$ cat config.mk
export PLATFORM = sky130hd
export DESIGN_NAME = line_follower_motor_controller
export DESIGN_NICKNAME = d
export VERILOG_FILES = /design/src/rtl/lfmc_pkg.sv /design/src/rtl/line_follower_motor_controller.sv /design/src/rtl/lfmc_ctrl.sv
export SDC_FILE = /design/constraint.sdc
export NUM_CORES = 1
export LEC_CHECK = 0
export ABC_AREA = 0
export BUFFER_PORTS_ARGS = -buffer_cell sky130_fd_sc_hd__buf_2
export CAP_MARGIN = 20
export CORE_MARGIN = 2
export CORE_UTILIZATION = 25
export DETAILED_ROUTE_END_ITERATION = 8
export PLACE_DENSITY_LB_ADDON = 0.1
export SLEW_MARGIN = 20
export SYNTH_ARGS = -nofsm -noshare
export SYNTH_HDL_FRONTEND = slang
export SYNTH_SLANG_ARGS = --single-unit
export TNS_END_PERCENT = 30
$ cat constraint.sdc
create_clock -name clk -period 3.9 [get_ports clk]
set_clock_uncertainty 0.2 [all_clocks]
set_input_delay 0.195 -clock clk [delete_from_list [all_inputs] [get_ports clk]]
set_output_delay 0.195 -clock clk [all_outputs]
set_load 0.005 [all_outputs]
$ cat src/rtl/lfmc_pkg.sv
// shared codes, register defaults and types for the line follower motor controller
package lfmc_pkg;

  // control phase codes
  localparam logic [3:0] PH_DETECT     = 4'd0;
  localparam logic [3:0] PH_STRAIGHT   = 4'd1;
  localparam logic [3:0] PH_CORR_L     = 4'd2;
  localparam logic [3:0] PH_CORR_R     = 4'd3;
  localparam logic [3:0] PH_SEEK_CLEAR = 4'd4;
  localparam logic [3:0] PH_R_DELAY    = 4'd5;
  localparam logic [3:0] PH_R_WIDTH    = 4'd6;
  localparam logic [3:0] PH_R_SEEK     = 4'd7;
  localparam logic [3:0] PH_R_FINAL    = 4'd8;
  localparam logic [3:0] PH_L_HOLD     = 4'd9;
  localparam logic [3:0] PH_L_CHECK    = 4'd10;
  localparam logic [3:0] PH_L_SEEK     = 4'd11;

  // drive modes
  localparam logic [2:0] MODE_STOP     = 3'd0;
  localparam logic [2:0] MODE_STRAIGHT = 3'd1;
  localparam logic [2:0] MODE_CORR_L   = 3'd2;
  localparam logic [2:0] MODE_CORR_R   = 3'd3;
  localparam logic [2:0] MODE_TURN_L   = 3'd4;
  localparam logic [2:0] MODE_TURN_R   = 3'd5;

  // motor direction patterns, in1..in4 on bits 3..0
  localparam logic [3:0] DIR_STOP    = 4'b0000;
  localparam logic [3:0] DIR_FORWARD = 4'b1010;
  localparam logic [3:0] DIR_LEFT    = 4'b1001;
  localparam logic [3:0] DIR_RIGHT   = 4'b0110;

  // configuration register indexes
  localparam logic [2:0] REG_STRAIGHT_DUTY_LEFT  = 3'd0;
  localparam logic [2:0] REG_STRAIGHT_DUTY_RIGHT = 3'd1;
  localparam logic [2:0] REG_CORRECTION_DUTY     = 3'd2;
  localparam logic [2:0] REG_TURN_DUTY_LEFT      = 3'd3;
  localparam logic [2:0] REG_TURN_DUTY_RIGHT     = 3'd4;
  localparam logic [2:0] REG_ENTRY_DELAY_TICKS   = 3'd5;
  localparam logic [2:0] REG_WIDTH_DELAY_TICKS   = 3'd6;
  localparam logic [2:0] REG_CHECK_DELAY_TICKS   = 3'd7;

  localparam int DUTY_W  = 7;
  localparam int DELAY_W = 16;
  localparam int CFG_IDX_W  = 3;
  localparam int CFG_DATA_W = 16;

  localparam int PWM_PERIOD_DEFAULT = 100;

  // register reset values
  localparam logic [DUTY_W-1:0]  STRAIGHT_DUTY_LEFT_RST  = 7'd40;
  localparam logic [DUTY_W-1:0]  STRAIGHT_DUTY_RIGHT_RST = 7'd45;
  localparam logic [DUTY_W-1:0]  CORRECTION_DUTY_RST     = 7'd6;
  localparam logic [DUTY_W-1:0]  TURN_DUTY_LEFT_RST      = 7'd25;
  localparam logic [DUTY_W-1:0]  TURN_DUTY_RIGHT_RST     = 7'd30;
  localparam logic [DELAY_W-1:0] ENTRY_DELAY_TICKS_RST   = 16'd2464;
  localparam logic [DELAY_W-1:0] WIDTH_DELAY_TICKS_RST   = 16'd27000;
  localparam logic [DELAY_W-1:0] CHECK_DELAY_TICKS_RST   = 16'd500;

  // wait lengths handed to the sequencer
  typedef struct packed {
    logic [DELAY_W-1:0] entry_ticks;
    logic [DELAY_W-1:0] width_ticks;
    logic [DELAY_W-1:0] check_ticks;
  } delay_cfg_t;

  // decision after the current tick
  typedef struct packed {
    logic [3:0] phase;
    logic [2:0] mode;
  } ctrl_state_t;

endpackage

$ cat src/rtl/line_follower_motor_controller.sv
// top level of the line follower motor controller: config, pwm and result register
//
//  channel   signals                                         direction
//  sensor    sensor_valid, sensor_stall, line_sensors        word in, one per timer tick
//  result    result_valid, result_stall, left_enable,        word out, one per sensor word
//            right_enable, direction_bits, control_phase
//  config    cfg_write, cfg_index, cfg_data                  register write, no read-back
//
//  one sensor word is taken per cycle while sensor_stall is low; its result word appears in
//  the output register the next cycle
//  the sequencer's next-state logic and the pwm compare sit between the sensor port and
//  the output register
//  reset (rst, synchronous) puts the sequencer in detect, sets the drive mode to stop, clears the
//  wait countdown and the pwm counter, and loads the register defaults
//  sensor_stall rises only while a result word is held and the result side stalls
module line_follower_motor_controller #(
  parameter int PWM_PERIOD = lfmc_pkg::PWM_PERIOD_DEFAULT
) (
  input  logic                              clk,
  input  logic                              rst,
  // sensor words
  input  logic                              sensor_valid,
  output logic                              sensor_stall,
  input  logic [4:0]                        line_sensors,
  // result words
  output logic                              result_valid,
  input  logic                              result_stall,
  output logic                              left_enable,
  output logic                              right_enable,
  output logic [3:0]                        direction_bits,
  output logic [3:0]                        control_phase,
  // register writes
  input  logic                              cfg_write,
  input  logic [lfmc_pkg::CFG_IDX_W-1:0]    cfg_index,
  input  logic [lfmc_pkg::CFG_DATA_W-1:0]   cfg_data
);
  import lfmc_pkg::*;

  // pwm counter holds 0..PWM_PERIOD, the incremented value reaches PWM_PERIOD+1
  localparam int PW = $clog2(PWM_PERIOD + 1);
  localparam int CW = PW + 1;
  localparam int CMP_W = (CW > DUTY_W) ? CW : DUTY_W;

  // configuration registers
  logic [DUTY_W-1:0]  straight_duty_left;
  logic [DUTY_W-1:0]  straight_duty_right;
  logic [DUTY_W-1:0]  correction_duty;
  logic [DUTY_W-1:0]  turn_duty_left;
  logic [DUTY_W-1:0]  turn_duty_right;
  logic [DELAY_W-1:0] entry_delay_ticks;
  logic [DELAY_W-1:0] width_delay_ticks;
  logic [DELAY_W-1:0] check_delay_ticks;

  logic               accept;
  delay_cfg_t         delays;
  ctrl_state_t        decision;

  logic [PW-1:0]      pwm_count;
  logic [PW-1:0]      pwm_count_next;
  logic [CW-1:0]      pwm_step;
  logic               pwm_wrap;

  logic [DUTY_W-1:0]  left_duty_sel;
  logic [DUTY_W-1:0]  right_duty_sel;
  logic [3:0]         dir_sel;
  logic               left_on;
  logic               right_on;

  // handshake: the output register frees up as it is taken, so words flow back to back
  assign sensor_stall = result_valid & result_stall;
  assign accept       = sensor_valid & ~sensor_stall;

  // register writes, data truncated to each register's width
  always_ff @(posedge clk) begin
    if (rst) begin
      straight_duty_left  <= STRAIGHT_DUTY_LEFT_RST;
      straight_duty_right <= STRAIGHT_DUTY_RIGHT_RST;
      correction_duty     <= CORRECTION_DUTY_RST;
      turn_duty_left      <= TURN_DUTY_LEFT_RST;
      turn_duty_right     <= TURN_DUTY_RIGHT_RST;
      entry_delay_ticks   <= ENTRY_DELAY_TICKS_RST;
      width_delay_ticks   <= WIDTH_DELAY_TICKS_RST;
      check_delay_ticks   <= CHECK_DELAY_TICKS_RST;
    end else if (cfg_write) begin
      unique case (cfg_index)
        REG_STRAIGHT_DUTY_LEFT:  straight_duty_left  <= cfg_data[DUTY_W-1:0];
        REG_STRAIGHT_DUTY_RIGHT: straight_duty_right <= cfg_data[DUTY_W-1:0];
        REG_CORRECTION_DUTY:     correction_duty     <= cfg_data[DUTY_W-1:0];
        REG_TURN_DUTY_LEFT:      turn_duty_left      <= cfg_data[DUTY_W-1:0];
        REG_TURN_DUTY_RIGHT:     turn_duty_right     <= cfg_data[DUTY_W-1:0];
        REG_ENTRY_DELAY_TICKS:   entry_delay_ticks   <= cfg_data[DELAY_W-1:0];
        REG_WIDTH_DELAY_TICKS:   width_delay_ticks   <= cfg_data[DELAY_W-1:0];
        REG_CHECK_DELAY_TICKS:   check_delay_ticks   <= cfg_data[DELAY_W-1:0];
        default: begin
        end
      endcase
    end
  end

  assign delays.entry_ticks = entry_delay_ticks;
  assign delays.width_ticks = width_delay_ticks;
  assign delays.check_ticks = check_delay_ticks;

  // phase sequencer, advances once per accepted sensor word
  lfmc_ctrl u_ctrl (
    .clk          (clk),
    .rst          (rst),
    .advance      (accept),
    .line_sensors (line_sensors),
    .delays       (delays),
    .decision     (decision)
  );

  // drive mode picks both duties and the bridge direction (mode after this tick)
  always_comb begin
    case (decision.mode)
      MODE_STRAIGHT: begin
        left_duty_sel  = straight_duty_left;
        right_duty_sel = straight_duty_right;
        dir_sel        = DIR_FORWARD;
      end
      MODE_CORR_L: begin
        left_duty_sel  = correction_duty;
        right_duty_sel = straight_duty_right;
        dir_sel        = DIR_FORWARD;
      end
      MODE_CORR_R: begin
        left_duty_sel  = straight_duty_left;
        right_duty_sel = correction_duty;
        dir_sel        = DIR_FORWARD;
      end
      MODE_TURN_L: begin
        left_duty_sel  = turn_duty_left;
        right_duty_sel = turn_duty_right;
        dir_sel        = DIR_LEFT;
      end
      MODE_TURN_R: begin
        left_duty_sel  = turn_duty_left;
        right_duty_sel = turn_duty_right;
        dir_sel        = DIR_RIGHT;
      end
      default: begin
        left_duty_sel  = '0;
        right_duty_sel = '0;
        dir_sel        = DIR_STOP;
      end
    endcase
  end

  // shared pwm counter: counts 0..PWM_PERIOD, both enables low on the wrap tick
  assign pwm_step       = CW'(pwm_count) + CW'(1);
  assign pwm_wrap       = (pwm_step > CW'(PWM_PERIOD));
  assign pwm_count_next = pwm_wrap ? '0 : pwm_step[PW-1:0];
  assign left_on        = ~pwm_wrap & (CMP_W'(pwm_step) <= CMP_W'(left_duty_sel));
  assign right_on       = ~pwm_wrap & (CMP_W'(pwm_step) <= CMP_W'(right_duty_sel));

  always_ff @(posedge clk) begin
    if (rst) begin
      pwm_count <= '0;
    end else if (accept) begin
      pwm_count <= pwm_count_next;
    end
  end

  // result valid flag
  always_ff @(posedge clk) begin
    if (rst) begin
      result_valid <= 1'b0;
    end else if (accept) begin
      result_valid <= 1'b1;
    end else if (!result_stall) begin
      result_valid <= 1'b0;
    end
  end

  // result payload, loaded with every accepted word and held while stalled
  always_ff @(posedge clk) begin
    if (accept) begin
      left_enable    <= left_on;
      right_enable   <= right_on;
      direction_bits <= dir_sel;
      control_phase  <= decision.phase;
    end
  end

endmodule

$ cat src/rtl/lfmc_ctrl.sv
// control sequencer: phase, drive mode and wait countdown
module lfmc_ctrl (
  input  logic                clk,
  input  logic                rst,
  input  logic                advance,
  input  logic [4:0]          line_sensors,
  input  lfmc_pkg::delay_cfg_t delays,
  output lfmc_pkg::ctrl_state_t decision
);
  import lfmc_pkg::*;

  logic [3:0]         phase;
  logic [3:0]         phase_next;
  logic [2:0]         mode;
  logic [2:0]         mode_next;
  logic [DELAY_W-1:0] delay_counter;
  logic [DELAY_W-1:0] delay_counter_next;

  logic l1, l2, m3, r4, r5;
  logic wait_done;
  logic edge_seen;

  // active low sensors
  assign l1 = ~line_sensors[0];
  assign l2 = ~line_sensors[1];
  assign m3 = ~line_sensors[2];
  assign r4 = ~line_sensors[3];
  assign r5 = ~line_sensors[4];

  assign wait_done = (delay_counter == '0);
  assign edge_seen = (phase == PH_CORR_L) ? l2 : r4;

  always_comb begin
    phase_next         = phase;
    mode_next          = mode;
    delay_counter_next = delay_counter;
    unique case (phase)
      PH_DETECT, PH_STRAIGHT: begin
        if (r5) begin
          mode_next          = MODE_STRAIGHT;
          delay_counter_next = delays.entry_ticks;
          phase_next         = PH_R_DELAY;
        end else if (l1) begin
          phase_next = PH_L_HOLD;
        end else if (l2) begin
          mode_next  = MODE_CORR_L;
          phase_next = PH_CORR_L;
        end else if (r4) begin
          mode_next  = MODE_CORR_R;
          phase_next = PH_CORR_R;
        end else if (!m3) begin
          mode_next  = MODE_TURN_R;
          phase_next = PH_SEEK_CLEAR;
        end else begin
          mode_next  = MODE_STRAIGHT;
          phase_next = PH_STRAIGHT;
        end
      end
      PH_CORR_L, PH_CORR_R: begin
        if (edge_seen) begin
          if (r5) begin
            mode_next          = MODE_STRAIGHT;
            delay_counter_next = delays.entry_ticks;
            phase_next         = PH_R_DELAY;
          end else if (l1) begin
            phase_next = PH_L_HOLD;
          end
        end else begin
          phase_next = PH_DETECT;
        end
      end
      PH_SEEK_CLEAR: begin
        mode_next = MODE_TURN_R;
        if (r4) begin
          if (m3) begin
            mode_next  = MODE_STRAIGHT;
            phase_next = PH_STRAIGHT;
          end else begin
            phase_next = PH_DETECT;
          end
        end
      end
      PH_R_DELAY: begin
        if (!wait_done) begin
          delay_counter_next = delay_counter - 1'b1;
        end else begin
          mode_next = MODE_TURN_R;
          if (m3) begin
            delay_counter_next = delays.width_ticks;
            phase_next         = PH_R_WIDTH;
          end else begin
            phase_next = PH_R_SEEK;
          end
        end
      end
      PH_R_WIDTH: begin
        if (!wait_done) begin
          delay_counter_next = delay_counter - 1'b1;
        end else if (m3) begin
          delay_counter_next = delays.width_ticks;
        end else begin
          phase_next = PH_R_FINAL;
        end
      end
      PH_R_SEEK: begin
        if (r4) begin
          if (r5) begin
            mode_next  = MODE_STRAIGHT;
            phase_next = PH_STRAIGHT;
          end else begin
            phase_next = PH_DETECT;
          end
        end
      end
      PH_R_FINAL: begin
        if (r4) begin
          phase_next = PH_DETECT;
        end
      end
      PH_L_HOLD: begin
        if (l1) begin
          if (r5) begin
            mode_next          = MODE_STRAIGHT;
            delay_counter_next = delays.entry_ticks;
            phase_next         = PH_R_DELAY;
          end
        end else begin
          delay_counter_next = delays.check_ticks;
          phase_next         = PH_L_CHECK;
        end
      end
      PH_L_CHECK: begin
        if (!wait_done) begin
          delay_counter_next = delay_counter - 1'b1;
        end else if (r5) begin
          mode_next          = MODE_STRAIGHT;
          delay_counter_next = delays.entry_ticks;
          phase_next         = PH_R_DELAY;
        end else if (m3 || l2 || r4) begin
          mode_next  = MODE_STRAIGHT;
          phase_next = PH_STRAIGHT;
        end else begin
          mode_next  = MODE_TURN_L;
          phase_next = PH_L_SEEK;
        end
      end
      PH_L_SEEK: begin
        mode_next = MODE_TURN_L;
        if (l2) begin
          if (l1) begin
            mode_next  = MODE_STRAIGHT;
            phase_next = PH_STRAIGHT;
          end else begin
            phase_next = PH_DETECT;
          end
        end
      end
      default: begin
        phase_next = PH_DETECT;
      end
    endcase
  end

  always_ff @(posedge clk) begin
    if (rst) begin
      phase         <= PH_DETECT;
      mode          <= MODE_STOP;
      delay_counter <= '0;
    end else if (advance) begin
      phase         <= phase_next;
      mode          <= mode_next;
      delay_counter <= delay_counter_next;
    end
  end

  assign decision.phase = phase_next;
  assign decision.mode  = mode_next;

endmodule
==> results of run 1 <==
-- layout by cell type (no fill, tap or decap), drive strengths merged, types with 6 or more instances in the layout --
cell type	count
a32o	7
a22o	9
nor2b	18
a22oi	15
a211oi	9
dlygate4sd3	18
nand3	15
nand2b	10
nand3b	24
buf	105
inv	21
a21oi	82
xnor2	8
nor2	82
nand2	159
a31oi	12
or2	6
nor3	12
or3	7
o211ai	9
nor4	7
clkbuf	17
mux2i	33
ha	17
a211o	13
o21ai	36
dfxtp	114
edfxtp	10
-- per-layer routing --
| layer | global-route usage [%] | up-vias | share of wire [%] |
|---|---|---|---|
| met5 | 0 | - | 0 |
| met2 | 24.0 | 138 | 41 |
| met4 | 4.31 | 0 | 1.1 |
| met1 | 25.3 | 3156 | 54 |
| met3 | 3.06 | 17 | 3.9 |
| li1 | - | 3308 | - |
-- worst reg2reg max path: stages, from the launching register on --
cell and delay (ns):
dfxtp_1 0.32, nor4_1 0.30, buf_4 0.18, and4_1 0.23, mux2_2 0.37, a211oi_4 0.34, o21ai_1 0.16, nor2b_2 0.21
buf_4 0.16, a31oi_1 0.21, ha_1 0.29, a21o_1 0.19, a21oi_1 0.13, o21ai_0 0.08, o21ai_0 0.06, and2_1 0.13
-- flip-flops by register name (all words and copies together), names as in the netlist, 7 cells and up --
name,flops
entry_delay_ticks,16
turn_duty_right,7
check_delay_ticks,16
pwm_count,7
straight_duty_left,7
width_delay_ticks,16
u_ctrl.delay_counter,16
turn_duty_left,7
straight_duty_right,7
correction_duty,7
-- cell type report --
| class | count | area, um^2 | share of cell area [%] |
|---|---|---|---|
| clock inverters | 15 | 170 | 1.95 |
| inverters | 12 | 45.0 | 0.516 |
| flip-flops and latches | 124 | 2580 | 29.6 |
| well taps | 378 | 473 | 5.42 |
| multi-input cells | 674 | 4140 | 47.4 |
| repair buffers | 123 | 898 | 10.3 |
| clock buffers | 17 | 425 | 4.87 |
-- per-stage QoR --
stage / hold WS [ns] / util [%]
after global routing: 0.0885 / 31.5
after detailed placement: 0.233 / 28.4
after CTS: 0.0643 / 31.2
after global placement: 0.227 / 28.4
final: 0.0664 / 31.5
after floorplan: 0.116 / -
-- power groups by stage --
stage	logic, mW	clock network, mW	registers (mW)
detailed placement	0.877	0	1.43
global route	1.02	1.73	1.41
finish	0.924	1.63	1.40
floorplan	0.585	0	1.41
global placement	0.885	0	1.43
CTS	0.895	1.68	1.40
-- kinds of logic after synthesis --
kind of cell               synth area share [%]
and+or+nand+nor                            25.2
AOI/OAI and AO/OA                          23.4
DFF                                        36.9
buffers and inverters                      4.68
muxes                                      5.58
adders and majority gates                  3.04
xor gates and xnor gates                   1.25
-- repair_timing --
| action | CTS | global route |
|---|---|---|
| resized for setup | 0 | 16 |
| hold endpoints to repair | 84 | 0 |
| setup endpoints to repair | 0 | 2 |
| hold buffers | 18 | 0 |
| setup buffers | 0 | 3 |
-- worst paths after layout --
check | slack (ns) | depth (start not counted) | end
worst min register to register | 0.26 | 2 | entry_delay_ticks[0]
worst max register to register | 0.22 | 15 | right_enable
worst max-delay path | 0.22 | 15 | right_enable
worst min-delay path | 0.07 | 2 | correction_duty[5]
==> run summary, run 1 <==
Status: completed
Power share of the clock group: 41.3%
Pwr Total: 3.96 mW
Worst Path Required: 3.99 ns
Post-Syn Area: 7000 um^2
Buf/Inv on CP: 2
Maximum resistive drop on vdd: 257 uV
DR DRC count: 0
Clk slew on worst S/H paths: 0.06 ns
Critical path peak fanout: 4
Post-synth EDFFs: 10
Period utilization: 94.2%
Top-area cell type share of the netlist area: 32.6%
Maximum root-to-sink buffer count: 2
Synth cell types: 80
Root Driver: clkbuf_16
Max-slew headroom: 39.7%
Wirelength, routed: 24.0 mm
Crit end category: flip-flop
Achievable Freq: 272 MHz
CTS tree: done
Sequential share of the synthesized area: 36.9%
Wire length per cell: 17.9 um
Startpoint types: flip-flop
Synthesized area per cell: 7.99 um^2
Die span in y: 171 um
Port bufs: 40
Sequential share of power: 35.4%
Core ar.: 27700 um^2
First-pass GRT wire length: 37.6 mm
Largest net degree at the start of global routing: 49
Combinational cell fraction of total power: 23.4%
Post-synth ARST share: 0%
Initial Util: 25.3%
Max-cap violation count: 0
Dpl hpwl: 17.0 mm
HP Class: input pin to flip-flop
Design area: 8730 um^2
Critical path class: flip-flop to flip-flop
Post-route ant nets: 0
Post-route setup slack: 0.224 ns
Least-Margin Pin Slew: 0.901 ns
Iter 0 DRT Violations: 493
TritonRoute pass-1 iters: 5
Chip Width: 171 um
# IOs: 41
Cell Area, Placed: 7860 um^2
Initial antenna violation count: 0
Number of global-route vias before repair: 6304
#FFs+latches synth: 124
Share of layout cells above drive strength 1: 17.5%
Max Slew Vio Count: 0
Arr. time, crit path: 3.76 ns
Top cell family by delay on the critical path: compound AO/OA/AOI/OAI gates
Post-place setup slack: 0.178 ns
Antenna diodes: 0
Clk_lat worst skew: 0.43 ns
Internal power: 2.66 mW
CTS Buf Count: 17
Vias per inst: 4.93
Leakage dissipation: 3.34 nW
Final Critical Period: 3.68 ns
Synthesis Warnings: 0
Setup_tns: 0 ns
Final Hold Vio Count: 0
# setup viols final: 0
Unrepaired setup endpoints after global routing: no
Psw: 1.30 mW
Top FF cell, synth: dfxtp_1
# rows: 61
Gpl congestion: 0.831
# fillers: 2929
PwrDens: 453 nW/um^2
Area growth syn-to-layout: 24.7%
Post-synth top area cell: dfxtp_1
Area contributors post-synth: dfxtp_1 33%, nand2_1 8.5%, a21oi_1 5.9%, mux2i_1 4.7%, nor2_1 4.3%
Total GRT Usage: 16.7%
Post-Syn Instances: 876
Net count after synthesis: 922
List of most frequent post-synthesis cells: 159 x nand2_1, 114 x dfxtp_1, 82 x a21oi_1
Clock sinks: 124
Setup crit start: u_ctrl.delay_counter[11]
Aggregate global routing overflow: 0
Vias: 6619
Slowest-stage cell, CP: mux2_2
Hold Crit Start: rst
Top-count cell post-synth: nand2_1
Final Non-Filler Cells: 1343
Crit-path cells: nor4_1 > buf_4 > and4_1 > mux2_2 > a211oi_4 > o21ai_1 > nor2b_2 > buf_4 > a31oi_1 > ha_1 > a21o_1 > a21oi_1 > o21ai_0 > o21ai_0 > and2_1
NumNets Final: 998
Worst r2r src: u_ctrl.delay_counter[11]
CTS HTree Levels: 4
Die area: 29400 um^2
Dpl cells: 1289
Switch share: 32.7%
Critical Path Max Stage Delay: 0.37 ns
Power figures use the tool's default switching activity.
==> inputs of run 2 (changes only) <==
--- a/config.mk
+++ b/config.mk
@@ -15,5 +15,6 @@
 export SLEW_MARGIN = 20
 export SYNTH_ARGS = -nofsm -noshare
 export SYNTH_HDL_FRONTEND = slang
+export SYNTH_HIERARCHICAL = 1
 export SYNTH_SLANG_ARGS = --single-unit
 export TNS_END_PERCENT = 30
==> run summary, run 2 <==
Critical Path Max Stage Delay: 0.57 ns
Gpl congestion: 0.798
Port bufs: 40
Net count after synthesis: 978
PwrDens: 437 nW/um^2
HP Class: input pin to flip-flop
Synthesized area per cell: 7.92 um^2
Post-route ant nets: 0
Routed length on met2: 10.6 mm
Final Hold Vio Count: 0
Hold Crit Start: cfg_index[0]
Maximum root-to-sink buffer count: 2
NumNets Final: 1048
Design area: 8990 um^2
# IOs: 41
Top-area cell type share of the netlist area: 31.0%
# setup viols final: 0
Root Driver: clkbuf_16
Clock sinks: 124
Clk slew on worst S/H paths: 0.06 ns
Crit end category: flip-flop
First-pass GRT wire length: 40.7 mm
Max Slew Vio Count: 0
Hold endpoint: straight_duty_left[6]
Met3 wire len: 1.02 mm
Critical path class: flip-flop to flip-flop
Share of layout cells above drive strength 1: 19.0%
Least-Margin Pin Slew: 0.945 ns
Leakage dissipation: 3.38 nW
Initial Util: 25.5%
Total GRT Usage: 17.0%
Core ar.: 28900 um^2
Setup_tns: 0 ns
Iter 0 DRT Violations: 487
Post-Syn Instances: 931
Hold depth: 4
Final Critical Period: 3.71 ns
Post-Syn Area: 7370 um^2
Period utilization: 95.0%
Area contributors post-synth: dfxtp_1 31%, nand2_1 8.1%, a21oi_1 6.1%, nor2_1 4.9%, edfxtp_1 4.1%
Number of global-route vias before repair: 6825
DR DRC count: 0
Arr. time, crit path: 3.78 ns
Die span in y: 176 um
Chip Width: 176 um
Multi-input logic area: 4430 um^2
Achievable Freq: 270 MHz
List of most frequent post-synthesis cells: 160 x nand2_1, 114 x dfxtp_1, 96 x nor2_1
R2R cell count: 16
Aggregate global routing overflow: 0
Dpl hpwl: 17.9 mm
Top cell family by delay on the critical path: simple AND/OR/NAND/NOR gates
WL met1: 13.7 mm
RR Endpoint: right_enable
CTS HTree Levels: 4
Crit-path cells: or4_4 > nor3_4 > and3_4 > nor2_1 > nor2_1 > o21ai_1 > buf_4 > xor2_2 > a22oi_2 > nor2_1 > a21oi_2 > ha_1 > a21o_1 > a21oi_1 > a21oi_1 > a21oi_1
Setup crit start: u_ctrl/delay_counter[6]
Cell Area, Placed: 8130 um^2
CTS Buf Count: 17
Initial antenna violation count: 0
Worst Path Required: 3.97 ns
Critical path peak fanout: 6
#FFs+latches synth: 124
Buf/Inv on CP: 1
Max-slew headroom: 36.9%
Wire length per cell: 18.4 um
Post-synth top area cell: dfxtp_1
Top FF cell, synth: dfxtp_1
Most common cell after layout, fill and taps aside: nand2_1
TritonRoute pass-1 iters: 5
Antenna diodes: 0
DR top layer: met4
# fillers: 3141
Final Non-Filler Cells: 1398
Status: completed
CTS tree: done
Max-cap violation count: 0
Area growth syn-to-layout: 22.0%
Unrepaired setup endpoints after global routing: no
Worst r2r src: u_ctrl/delay_counter[6]
Synthesis Warnings: 6
Die area: 30900 um^2
Startpoint types: flip-flop
Slowest-stage cell, CP: or4_4
Clk_lat worst skew: 0.43 ns
Vias: 7041
Sequential share of the synthesized area: 35.0%
# rows: 62
Post-synth EDFFs: 10
Top-count cell post-synth: nand2_1
Commonest cells after routing, fill and taps aside: 160 x nand2_1, 111 x dfxtp_1, 95 x nor2_1
Post-synth ARST share: 0%
Maximum resistive drop on vdd: 197 uV
Wirelength, routed: 25.7 mm
Synth cell types: 88
Largest net degree at the start of global routing: 62
Setup slack, reg-to-reg: 0.19 ns
FF+latch area: 2590 um^2
Vias per inst: 5.04
Dpl cells: 1343
[run 2: cell types whose count changed after synthesis, sizes merged, moves of 6 or more]
| cell | before | now |
|---|---|---|
| mux2i | 33 | 27 |
| a22oi | 15 | 22 |
| buf | 17 | 27 |
| nor3 | 12 | 23 |
| o32ai | 0 | 10 |
| inv | 11 | 17 |
| a22o | 9 | 3 |
| mux2 | 5 | 15 |
| a21oi | 82 | 91 |
| clkbuf | 49 | 40 |
| nor2 | 82 | 97 |
[run 2: logic make-up (layout without fill, tap and decap cells)]
family / after synthesis / after routing / share of synthesized area [%]
AND/OR/NAND/NOR: 402 / 402 / 26.8
AO/OA/AOI/OAI: 248 / 248 / 22.0
flip-flops: 124 / 124 / 35.0
buffers and inverters: 86 / 169 / 5.86
multiplexers: 42 / 42 / 5.96
adder cells (fa/ha/maj): 18 / 18 / 3.06
XOR/XNOR: 11 / 11 / 1.31
[run 2: how the worst max path moves through the flow]
stage / end / slack (ns) / depth (start not counted)
2_1_floorplan: right_enable / 0.05 / 17
3_3_place_gp: right_enable / 0.10 / 16
3_5_place_dp: right_enable / 0.09 / 16
4_1_cts: right_enable / 0.05 / 16
5_1_grt: right_enable / 0.008 / 17
6_report: right_enable / 0.19 / 16
[run 2: through the flow]
| stage | setup slack (ns) | utilization [%] | total power [mW] | hold slack, ns |
|---|---|---|---|---|
| finish | 0.195 | 31.2 | 3.93 | 0.0628 |
| global route | 0.00773 | 31.2 | 4.13 | 0.123 |
| CTS | 0.0523 | 30.8 | 3.91 | 0.0604 |
| detailed placement | 0.0945 | 28.2 | 2.34 | 0.239 |
| global placement | 0.103 | 28.2 | 2.35 | 0.218 |
| floorplan | 0.0467 | - | 2.02 | 0.116 |
[run 2: per-layer routing]
| layer | GRT usage, % | vias up |
|---|---|---|
| met5 | 0 | - |
| met4 | 4.58 | 0 |
| met3 | 1.99 | 20 |
| met2 | 24.5 | 141 |
| met1 | 26.3 | 3416 |
| li1 | - | 3464 |
[run 2: worst register-to-register path, stage by stage (launching register included)]
cell,delay (ns)
dfxtp_1,0.34
or4_4,0.57
nor3_4,0.26
and3_4,0.24
nor2_1,0.07
nor2_1,0.16
o21ai_1,0.08
buf_4,0.17
xor2_2,0.19
a22oi_2,0.21
nor2_1,0.07
a21oi_2,0.14
ha_1,0.26
a21o_1,0.18
a21oi_1,0.20
a21oi_1,0.10
a21oi_1,0.13
[run 2: area by class of cell]
class / instances / area share, %
tap: 384 / 5.34
inverter: 17 / 0.710
multi-input combinational: 721 / 49.2
clock inverter: 13 / 1.32
clock buffer: 19 / 4.93
sequential: 124 / 28.8
timing repair buffer: 120 / 9.70
[run 2: where the power goes]
part,leakage (nW),internal [mW],switching [mW]
Sequential,1.02,1.35,0.0530
Combinational,2.09,0.412,0.569
Clock,0.266,0.896,0.649
Total,3.38,2.66,1.27
[run 2: what timing repair did]
action / CTS / global route
setup endpoints to repair: 0 / 2
buffers inserted: 0 / 4
hold endpoints to repair: 67 / 0
hold buffers: 18 / 0
resized for setup: 0 / 22
